`src/rtl/twl_pkg.sv`:
```
// Package for the two-wire link packet sender.
// Holds the handshake phase and checksum stage codes, byte roles and shared structs.
// No dependencies.
package twl_pkg;

  localparam int unsigned BYTE_W = 8;
  localparam int unsigned SUM_W  = 16;
  localparam int unsigned CNT_W  = 4;
  localparam logic [CNT_W-1:0] BITS_PER_BYTE = 4'd8;

  typedef enum logic [1:0] {
    PH_IDLE = 2'd0,
    PH_WAIT = 2'd1,
    PH_PULL = 2'd2,
    PH_REL  = 2'd3
  } phase_t;

  typedef enum logic [1:0] {
    CK_NONE     = 2'd0,
    CK_LOW_NEXT = 2'd1,
    CK_LOW      = 2'd2,
    CK_HIGH     = 2'd3
  } ck_stage_t;

  typedef enum logic [1:0] {
    ROLE_HEADER  = 2'd0,
    ROLE_DATA    = 2'd1,
    ROLE_LAST    = 2'd2,
    ROLE_CK_ONLY = 2'd3
  } role_t;

  typedef struct packed {
    phase_t            phase;
    logic [BYTE_W-1:0] shift_byte;
    logic [CNT_W-1:0]  bits_left;
    logic [SUM_W-1:0]  sum;
    ck_stage_t         ck_stage;
  } tx_state_t;

  typedef struct packed {
    logic              action;
    logic [BYTE_W-1:0] byte_value;
    role_t             byte_role;
    logic              zero_line_high;
    logic              one_line_high;
  } tx_item_t;

  typedef struct packed {
    logic pull_zero_low;
    logic pull_one_low;
    logic accepted;
    logic busy_res;
    logic byte_done;
    logic packet_done;
  } tx_res_t;

endpackage

```
`src/rtl/twl_step.sv`:
```
// One-sample step of the link transmitter: next state and result from current state.
// Purely combinational. Depends on twl_pkg.
module twl_step (
  input  twl_pkg::tx_state_t st,
  input  twl_pkg::tx_item_t  item,
  output twl_pkg::tx_state_t st_nxt,
  output twl_pkg::tx_res_t   res
);
  import twl_pkg::*;

  logic             ack_hi;
  logic [CNT_W-1:0] bits_dec;
  logic             accepted;
  logic             byte_done;
  logic             packet_done;

  // a 1 bit is acknowledged on the zero wire, a 0 bit on the one wire
  assign ack_hi   = st.shift_byte[0] ? item.zero_line_high : item.one_line_high;
  assign bits_dec = st.bits_left - CNT_W'(1);

  // next state
  always_comb begin
    st_nxt      = st;
    accepted    = 1'b0;
    byte_done   = 1'b0;
    packet_done = 1'b0;
    unique case (st.phase)
      PH_IDLE: begin
        if (item.action) begin
          accepted         = 1'b1;
          st_nxt.phase     = PH_WAIT;
          st_nxt.bits_left = BITS_PER_BYTE;
          if (item.byte_role == ROLE_CK_ONLY) begin
            st_nxt.shift_byte = st.sum[BYTE_W-1:0];
            st_nxt.ck_stage   = CK_LOW;
          end else begin
            st_nxt.shift_byte = item.byte_value;
            if (item.byte_role != ROLE_HEADER) begin
              st_nxt.sum = st.sum + SUM_W'(item.byte_value);
            end
            st_nxt.ck_stage = (item.byte_role == ROLE_LAST) ? CK_LOW_NEXT : CK_NONE;
          end
        end
      end
      PH_WAIT: begin
        if (item.zero_line_high && item.one_line_high) begin
          st_nxt.phase = PH_PULL;
        end
      end
      PH_PULL: begin
        if (!ack_hi) begin
          st_nxt.phase = PH_REL;
        end
      end
      PH_REL: begin
        if (ack_hi) begin
          st_nxt.shift_byte = {1'b0, st.shift_byte[BYTE_W-1:1]};
          st_nxt.bits_left  = bits_dec;
          if (bits_dec == '0) begin
            byte_done = 1'b1;
            unique case (st.ck_stage)
              CK_LOW_NEXT: begin
                st_nxt.shift_byte = st.sum[BYTE_W-1:0];
                st_nxt.bits_left  = BITS_PER_BYTE;
                st_nxt.phase      = PH_WAIT;
                st_nxt.ck_stage   = CK_LOW;
              end
              CK_LOW: begin
                st_nxt.shift_byte = st.sum[SUM_W-1:BYTE_W];
                st_nxt.bits_left  = BITS_PER_BYTE;
                st_nxt.phase      = PH_WAIT;
                st_nxt.ck_stage   = CK_HIGH;
              end
              default: begin
                if (st.ck_stage == CK_HIGH) begin
                  packet_done = 1'b1;
                  st_nxt.sum  = '0;
                end
                st_nxt.ck_stage = CK_NONE;
                st_nxt.phase    = PH_IDLE;
              end
            endcase
          end else begin
            st_nxt.phase = PH_WAIT;
          end
        end
      end
      default: st_nxt.phase = PH_IDLE;
    endcase
  end

  // outputs, from the state after this sample
  always_comb begin
    res.pull_zero_low = (st_nxt.phase == PH_PULL) && !st_nxt.shift_byte[0];
    res.pull_one_low  = (st_nxt.phase == PH_PULL) &&  st_nxt.shift_byte[0];
    res.accepted      = accepted;
    res.busy_res      = (st_nxt.phase != PH_IDLE);
    res.byte_done     = byte_done;
    res.packet_done   = packet_done;
  end

endmodule

```
`src/rtl/two_wire_link_packet_sender.sv`:
```
// Top level of the two-wire link packet sender.
// Input register, step logic (twl_step) and result register. Depends on twl_pkg.
//
// Each item is one sample of both wires, optionally with a byte offer. The block
// answers every item with exactly one result: the wire drives to apply, whether the
// offer was taken, busy, and byte/packet done pulses. Throughput is one item per
// clock while out_stall is low; each item passes the input register, then the
// result register. The only feedback loop is the transmitter state register,
// updated once per item through twl_step. A result waiting on out_stall does not
// block intake while the input register is free; a second item then waits there.
module two_wire_link_packet_sender (
  input  logic                     clk,
  input  logic                     rst_n,
  input  logic                     in_valid,
  output logic                     in_stall,
  input  logic                     in_action,
  input  logic [7:0]               in_byte_value,
  input  logic [1:0]               in_byte_role,
  input  logic                     in_zero_line_high,
  input  logic                     in_one_line_high,
  output logic                     out_valid,
  input  logic                     out_stall,
  output logic                     out_pull_zero_low,
  output logic                     out_pull_one_low,
  output logic                     out_accepted,
  output logic                     out_busy_res,
  output logic                     out_byte_done,
  output logic                     out_packet_done
);
  import twl_pkg::*;

  // input register
  logic      in_valid_r;
  tx_item_t  item_r;
  // transmitter state
  tx_state_t st_r;
  tx_state_t st_nxt;
  // result register
  logic      out_valid_r;
  tx_res_t   res_r;
  tx_res_t   res_nxt;

  logic      advance;   // result register can take a new item
  logic      take_in;

  assign advance  = !out_valid_r || !out_stall;
  assign in_stall = in_valid_r && !advance;
  assign take_in  = in_valid && !in_stall;

  twl_step u_step (
    .st     (st_r),
    .item   (item_r),
    .st_nxt (st_nxt),
    .res    (res_nxt)
  );

  // control: valid flags and transmitter state
  always_ff @(posedge clk) begin
    if (!rst_n) begin
      in_valid_r  <= 1'b0;
      out_valid_r <= 1'b0;
      st_r        <= '{phase: PH_IDLE, shift_byte: '0, bits_left: '0, sum: '0,
                       ck_stage: CK_NONE};
    end else begin
      if (take_in) begin
        in_valid_r <= 1'b1;
      end else if (advance) begin
        in_valid_r <= 1'b0;
      end
      if (advance) begin
        out_valid_r <= in_valid_r;
        if (in_valid_r) begin
          st_r <= st_nxt;
        end
      end
    end
  end

  // payload: no reset
  always_ff @(posedge clk) begin
    if (take_in) begin
      item_r <= '{action: in_action, byte_value: in_byte_value,
                  byte_role: role_t'(in_byte_role),
                  zero_line_high: in_zero_line_high, one_line_high: in_one_line_high};
    end
    if (advance && in_valid_r) begin
      res_r <= res_nxt;
    end
  end

  assign out_valid         = out_valid_r;
  assign out_pull_zero_low = res_r.pull_zero_low;
  assign out_pull_one_low  = res_r.pull_one_low;
  assign out_accepted      = res_r.accepted;
  assign out_busy_res      = res_r.busy_res;
  assign out_byte_done     = res_r.byte_done;
  assign out_packet_done   = res_r.packet_done;

endmodule

```
`config.mk`:
```
export PLATFORM = sky130hd
export DESIGN_NAME = two_wire_link_packet_sender
export DESIGN_NICKNAME = d
export VERILOG_FILES = /design/src/rtl/twl_pkg.sv /design/src/rtl/twl_step.sv /design/src/rtl/two_wire_link_packet_sender.sv
export SDC_FILE = /design/constraint.sdc
export NUM_CORES = 1
export LEC_CHECK = 0
export BUFFER_PORTS_ARGS = -buffer_cell sky130_fd_sc_hd__buf_2
export CAP_MARGIN = 0
export CORE_ASPECT_RATIO = 0.7
export CORE_MARGIN = 1
export CORE_UTILIZATION = 35
export DETAILED_ROUTE_END_ITERATION = 12
export PLACE_DENSITY = 0.59
export SETUP_SLACK_MARGIN = 0.02
export SYNTH_ARGS = -nofsm -noshare
export SYNTH_HDL_FRONTEND = slang
export SYNTH_SLANG_ARGS = --single-unit
export TNS_END_PERCENT = 10
```
`constraint.sdc`:
```
create_clock -name clk -period 4.1 [get_ports clk]
set_clock_uncertainty 0.1 [all_clocks]
set_input_delay 0.41 -clock clk [delete_from_list [all_inputs] [get_ports clk]]
set_output_delay 0.41 -clock clk [all_outputs]
set_load 0.01 [all_outputs]
```
Word-level counts from Yosys, hierarchy flattened --
Cells that the tools add are included.
Storage, ports and cells: output and inout port bits 8, input port bits 17, register bits after elaboration 53, word-level logic and storage cells 89
Cells by class: eq/ne operators 16, reduce and logical (&&, ||, !) cells 25, $add $sub $neg 2, bitwise operators 3, muxes and demuxes 24
Operators with widths (count):
- 16-bit two-way mux | 4
- 32-bit two-way mux | 2
- 30-bit one-hot mux with 2 select lines | 1
- 30-bit two-way mux | 1
- 12-bit one-hot mux with 2 select lines | 1
- 16-bit by 8-bit adder with 16-bit output | 1
- 2-bit equality test, second input constant | 7
- 10-bit AND reduction | 1
- 1-bit two-way mux | 8
- 2-bit two-way mux | 4
- 8-bit two-way mux | 1
- 2-bit by 1-bit inequality test with 1-bit output, second input constant | 4
- 2-bit one-hot mux with 4 select lines | 1
- 2-bit nonzero test | 4
- 1-bit logical AND | 6
- 2-bit inequality test, second input constant | 3
- 6-bit AND reduction | 1
- 1-bit zero test | 5
- 5-bit AND reduction | 1
- 5-bit OR reduction | 1
- 2-bit by 1-bit equality test with 1-bit output, second input constant | 2
- 4-bit zero test | 1
- 2-bit one-hot mux with 2 select lines | 1
- 2-bit AND reduction | 2
- other kinds (5) | 7

Longest topological paths before layout --
word-level depth 8, depth in mapped cells 9, gate-level depth less buffers 9

Hierarchy --
From an unflattened synthesis, not the netlist that was laid out.
Second synthesis, totals: cell total of the unflattened synthesis 427, area total of the unflattened synthesis 3653.5 um^2
Modules (own cells, without submodules):
- two_wire_link_packet_sender | instances 1, area each 1961.9 um^2, sequential area each 1251.2 um^2, cells an instance 166
- twl_step | instances 1, area each 1691.6 um^2, sequential area each 0.0 um^2, cells an instance 261

Worst setup path before layout --
OpenSTA, ideal clock, no wires.
kind reg-to-reg, start point reg st_r[18] in the netlist's numbering, end point reg res_r (netlist bit out_pull_one_low), data pin, stages on the path, launching flop included 9, path buffers 0, library setup time 0.207 ns, clock period less this slack 2.334 ns, arrival time 2.027 ns, data required time 3.793 ns, setup slack 1.766 ns, path through dfxtp_1 inv_1 ha_1 or2_2 nor3_2 a21oi_1 o21ba_2 o32a_1 a2111oi_0
RTL lines:
- from (decl) | line two_wire_link_packet_sender.sv:36 | tx_state_t st_r;
- from (signal assigned) | line two_wire_link_packet_sender.sv:62 | st_r <= '{phase: PH_IDLE, shift_byte: '0, bits_left: '0, sum: '0,
- from (signal assigned) | line two_wire_link_packet_sender.sv:73 | st_r <= st_nxt;
- to (signal assigned) | line two_wire_link_packet_sender.sv:87 | res_r <= res_nxt;
- to (decl) | line two_wire_link_packet_sender.sv:40 | tx_res_t res_r;

==> out/results.txt <==
GRT overflow: 0
CTS tree: done
Cell Area, Synth: 3034 sq um
Leak: 1.247 nW
Die H: 79.90 microns
synth warn: 0
post-synth top area cell: dfxtp_1
Final Core Density: 40.72%
Relative slew margins: 43.02%
number of top-level pins: 25
die area: 9051 sq um
TritonRoute pass-1 iters: 5
peak supply drop: 150.2 uV
Starting Density: 35.94%
WP data required: 4050 ps
Final GP Congestion: 0.8857
CP Max Fanout: 14
share of cells above drive strength 1: 15.10%
hpwl dp: 5670 microns
H-tree depth: 2
Clock Latency Late Sink: 300 ps
antenna violations before repair: 0
Pwr Density: 351.4 nW/um^2
CTS buffer count: 5
endpoints failing setup: 0
RSZ-0062 raised after global routing: no
clock buffer depth: 2
initial DRC count: 178
hold slack: 182.7 ps
Total Power: 1.208 mW
Worst Tran Pin Value: 853.1 ps
sequential fraction of the synthesis area: 41.24%
fin. max-slew vios: 0
Post-Layout Inst Area: 3438 sq um
total global-route track usage: 17.36%
clock slew seen by the registers of the worst setup and hold paths: 70 ps
maxcap violations: 0
# nets final: 385
clock sinks: 53
pre-CTS setup slack: 1351 ps
synthesis-to-layout area growth: 13.32%
global-route wire length before repair: 12010 microns
Async S/R FF share, synth: 0%
largest net degree at the start of global routing: 21
total number of vias: 2579
Root Driver: clkbuf_16
Post-DP Area: 3276 sq um
Yosys top cell area share: 22.43%
Final ANT Viol Nets: 0
die width: 113.3 microns
core area: 8443 sq um
WL/cell: 16.07 microns
Routed WL: 7569 microns
final hold vios: 0
non-filler instance count after layout: 471
CP Class: flop to flop
worst hold path class: primary input to flop
Synth Flop Type: dfxtp_1
Synth Instances: 328
fmax: 0.3520 GHz
Synth area leaders: dfxtp_1 22%, edfxtp_1 19%, ha_1 7.0%
Resized Gates After CTS: 0
Netlist cell types: 57
Worst Setup Start Kind: flop
status: finished, final reports clean
vias per cell: 5.476
setup TNS: 0 ps
Final WS setup: 1259 ps
register bit count reported by yosys: 53
Port Buffers: 24
Worst setup EP type: flop
diode count: 0
hold_buf cts: 0
count of flip-flops with a built-in enable after synthesis: 19
post-synth net total: 363
vias in the first global route: 2276
Cells after DPL: 463
Rows: 28
fillers: 843
fin crit period: 2841 ps
final period utilization: 69.29%
critical path arrival: 2790 ps
Avg Inst Size Synth: 9.250 sq um
Post-CTS Setup Bufs: 0
DRC: 0
==> critical path: stages (launching register included) <==
cell and delay, ps:
dfxtp_1 430, mux2i_1 550, nand2b_1 510, o21ba_2 240, o32a_1 320, a2111oi_0 440
==> final timing paths <==
kind | start | end | slack (ps) | cells after the start
hold reg to reg | in_valid_r | out_valid | 390 | 2
setup reg to reg | st_r[22] | out_pull_one_low | 1260 | 5
hold / removal | in_byte_value[7] | item_r[11] | 180 | 1
setup / recovery | st_r[22] | out_pull_one_low | 1260 | 5
==> area by class of cell <==
cell class / count / area (sq um) / area share, %
Clock buffer: 7 / 153.9 / 4.476
Clock inverter: 1 / 8.758 / 0.2547
Inverter: 16 / 60.06 / 1.747
Multi-Input combinational cell: 248 / 1679 / 48.84
Sequential cell: 53 / 1251 / 36.39
Tap cell: 120 / 150.1 / 4.367
Timing Repair Buffer: 26 / 135.1 / 3.930
==> synth_stat cells (all sizes together) (2+ instances only) <==
cell type,number
nor2,43
dfxtp,34
o21ai,23
a21oi,22
edfxtp,19
nand2,19
ha,17
inv,16
a211oi,11
mux2i,10
nor3,10
xnor2,10
nand2b,8
a22oi,7
clkbuf,7
nand3,6
o221a,6
nor4,5
a2111oi,4
buf,4
a22o,3
nand4,3
nor2b,3
o21a,3
o22ai,3
or2,3
a21o,2
a31o,2
a31oi,2
and3,2
nor3b,2
nor4b,2
o41ai,2
==> flip-flops by register name, indices dropped and copies added, names as in the netlist <==
name	cells
out_busy_res	1
out_packet_done	1
out_pull_one_low	1
out_byte_done	1
out_accepted	1
out_valid	1
out_pull_zero_low	1
in_valid_r	1
item_r	13
st_r	32
==> metal layers <==
metal,vias up,track usage (%),routed length (microns)
met5,-,0,0
met4,0,2.763,44
met3,5,3.948,440
met2,85,24.36,3050
met1,1227,26.81,4034
li1,1262,-,-
==> cells by family (layout without fill, tap and decap cells) <==
| family | Yosys count | after routing | share of synthesized area, % |
|---|---|---|---|
| AO/OA/AOI/OAI | 98 | 98 | 23.13 |
| AND/OR/NAND/NOR | 110 | 110 | 17.69 |
| buffers and inverters | 27 | 50 | 3.423 |
| XOR/XNOR | 11 | 11 | 3.175 |
| multiplexers | 11 | 11 | 3.670 |
| adder cells (fa/ha/maj) | 18 | 18 | 7.670 |
| flip-flops | 53 | 53 | 41.24 |
==> power by group <==
part	leakage (nW)	switching [mW]	internal, mW
logic	0.709	0.0989	0.0584
clock network	0.0792	0.199	0.265
registers	0.459	0.0182	0.569
total	1.25	0.316	0.892
==> placed cells by master (no fill, tap or decap), types with 2 or more instances in the layout <==
| master | count |
|---|---|
| a21o_1 | 2 |
| a2111oi_0 | 3 |
| o22ai_1 | 3 |
| ha_1 | 17 |
| or2_2 | 2 |
| mux2i_1 | 10 |
| a22o_1 | 3 |
| nor4b_1 | 2 |
| o21ai_0 | 22 |
| nand2b_1 | 8 |
| a31o_2 | 2 |
| and3_1 | 2 |
| buf_4 | 2 |
| xnor2_1 | 10 |
| edfxtp_1 | 19 |
| buf_2 | 24 |
| nand2_1 | 18 |
| nand3_1 | 6 |
| nor3_1 | 9 |
| a21oi_1 | 22 |
| o221a_2 | 6 |
| a22oi_1 | 7 |
| inv_1 | 16 |
| nand4_1 | 3 |
| nor2_1 | 42 |
| nor3b_1 | 2 |
| dfxtp_1 | 34 |
| nor4_1 | 5 |
| clkbuf_16 | 6 |
| a31oi_1 | 2 |
| o21a_1 | 3 |
| a211oi_1 | 10 |
| nor2b_1 | 3 |
Note: power is estimated with default switching activity, not from simulation.
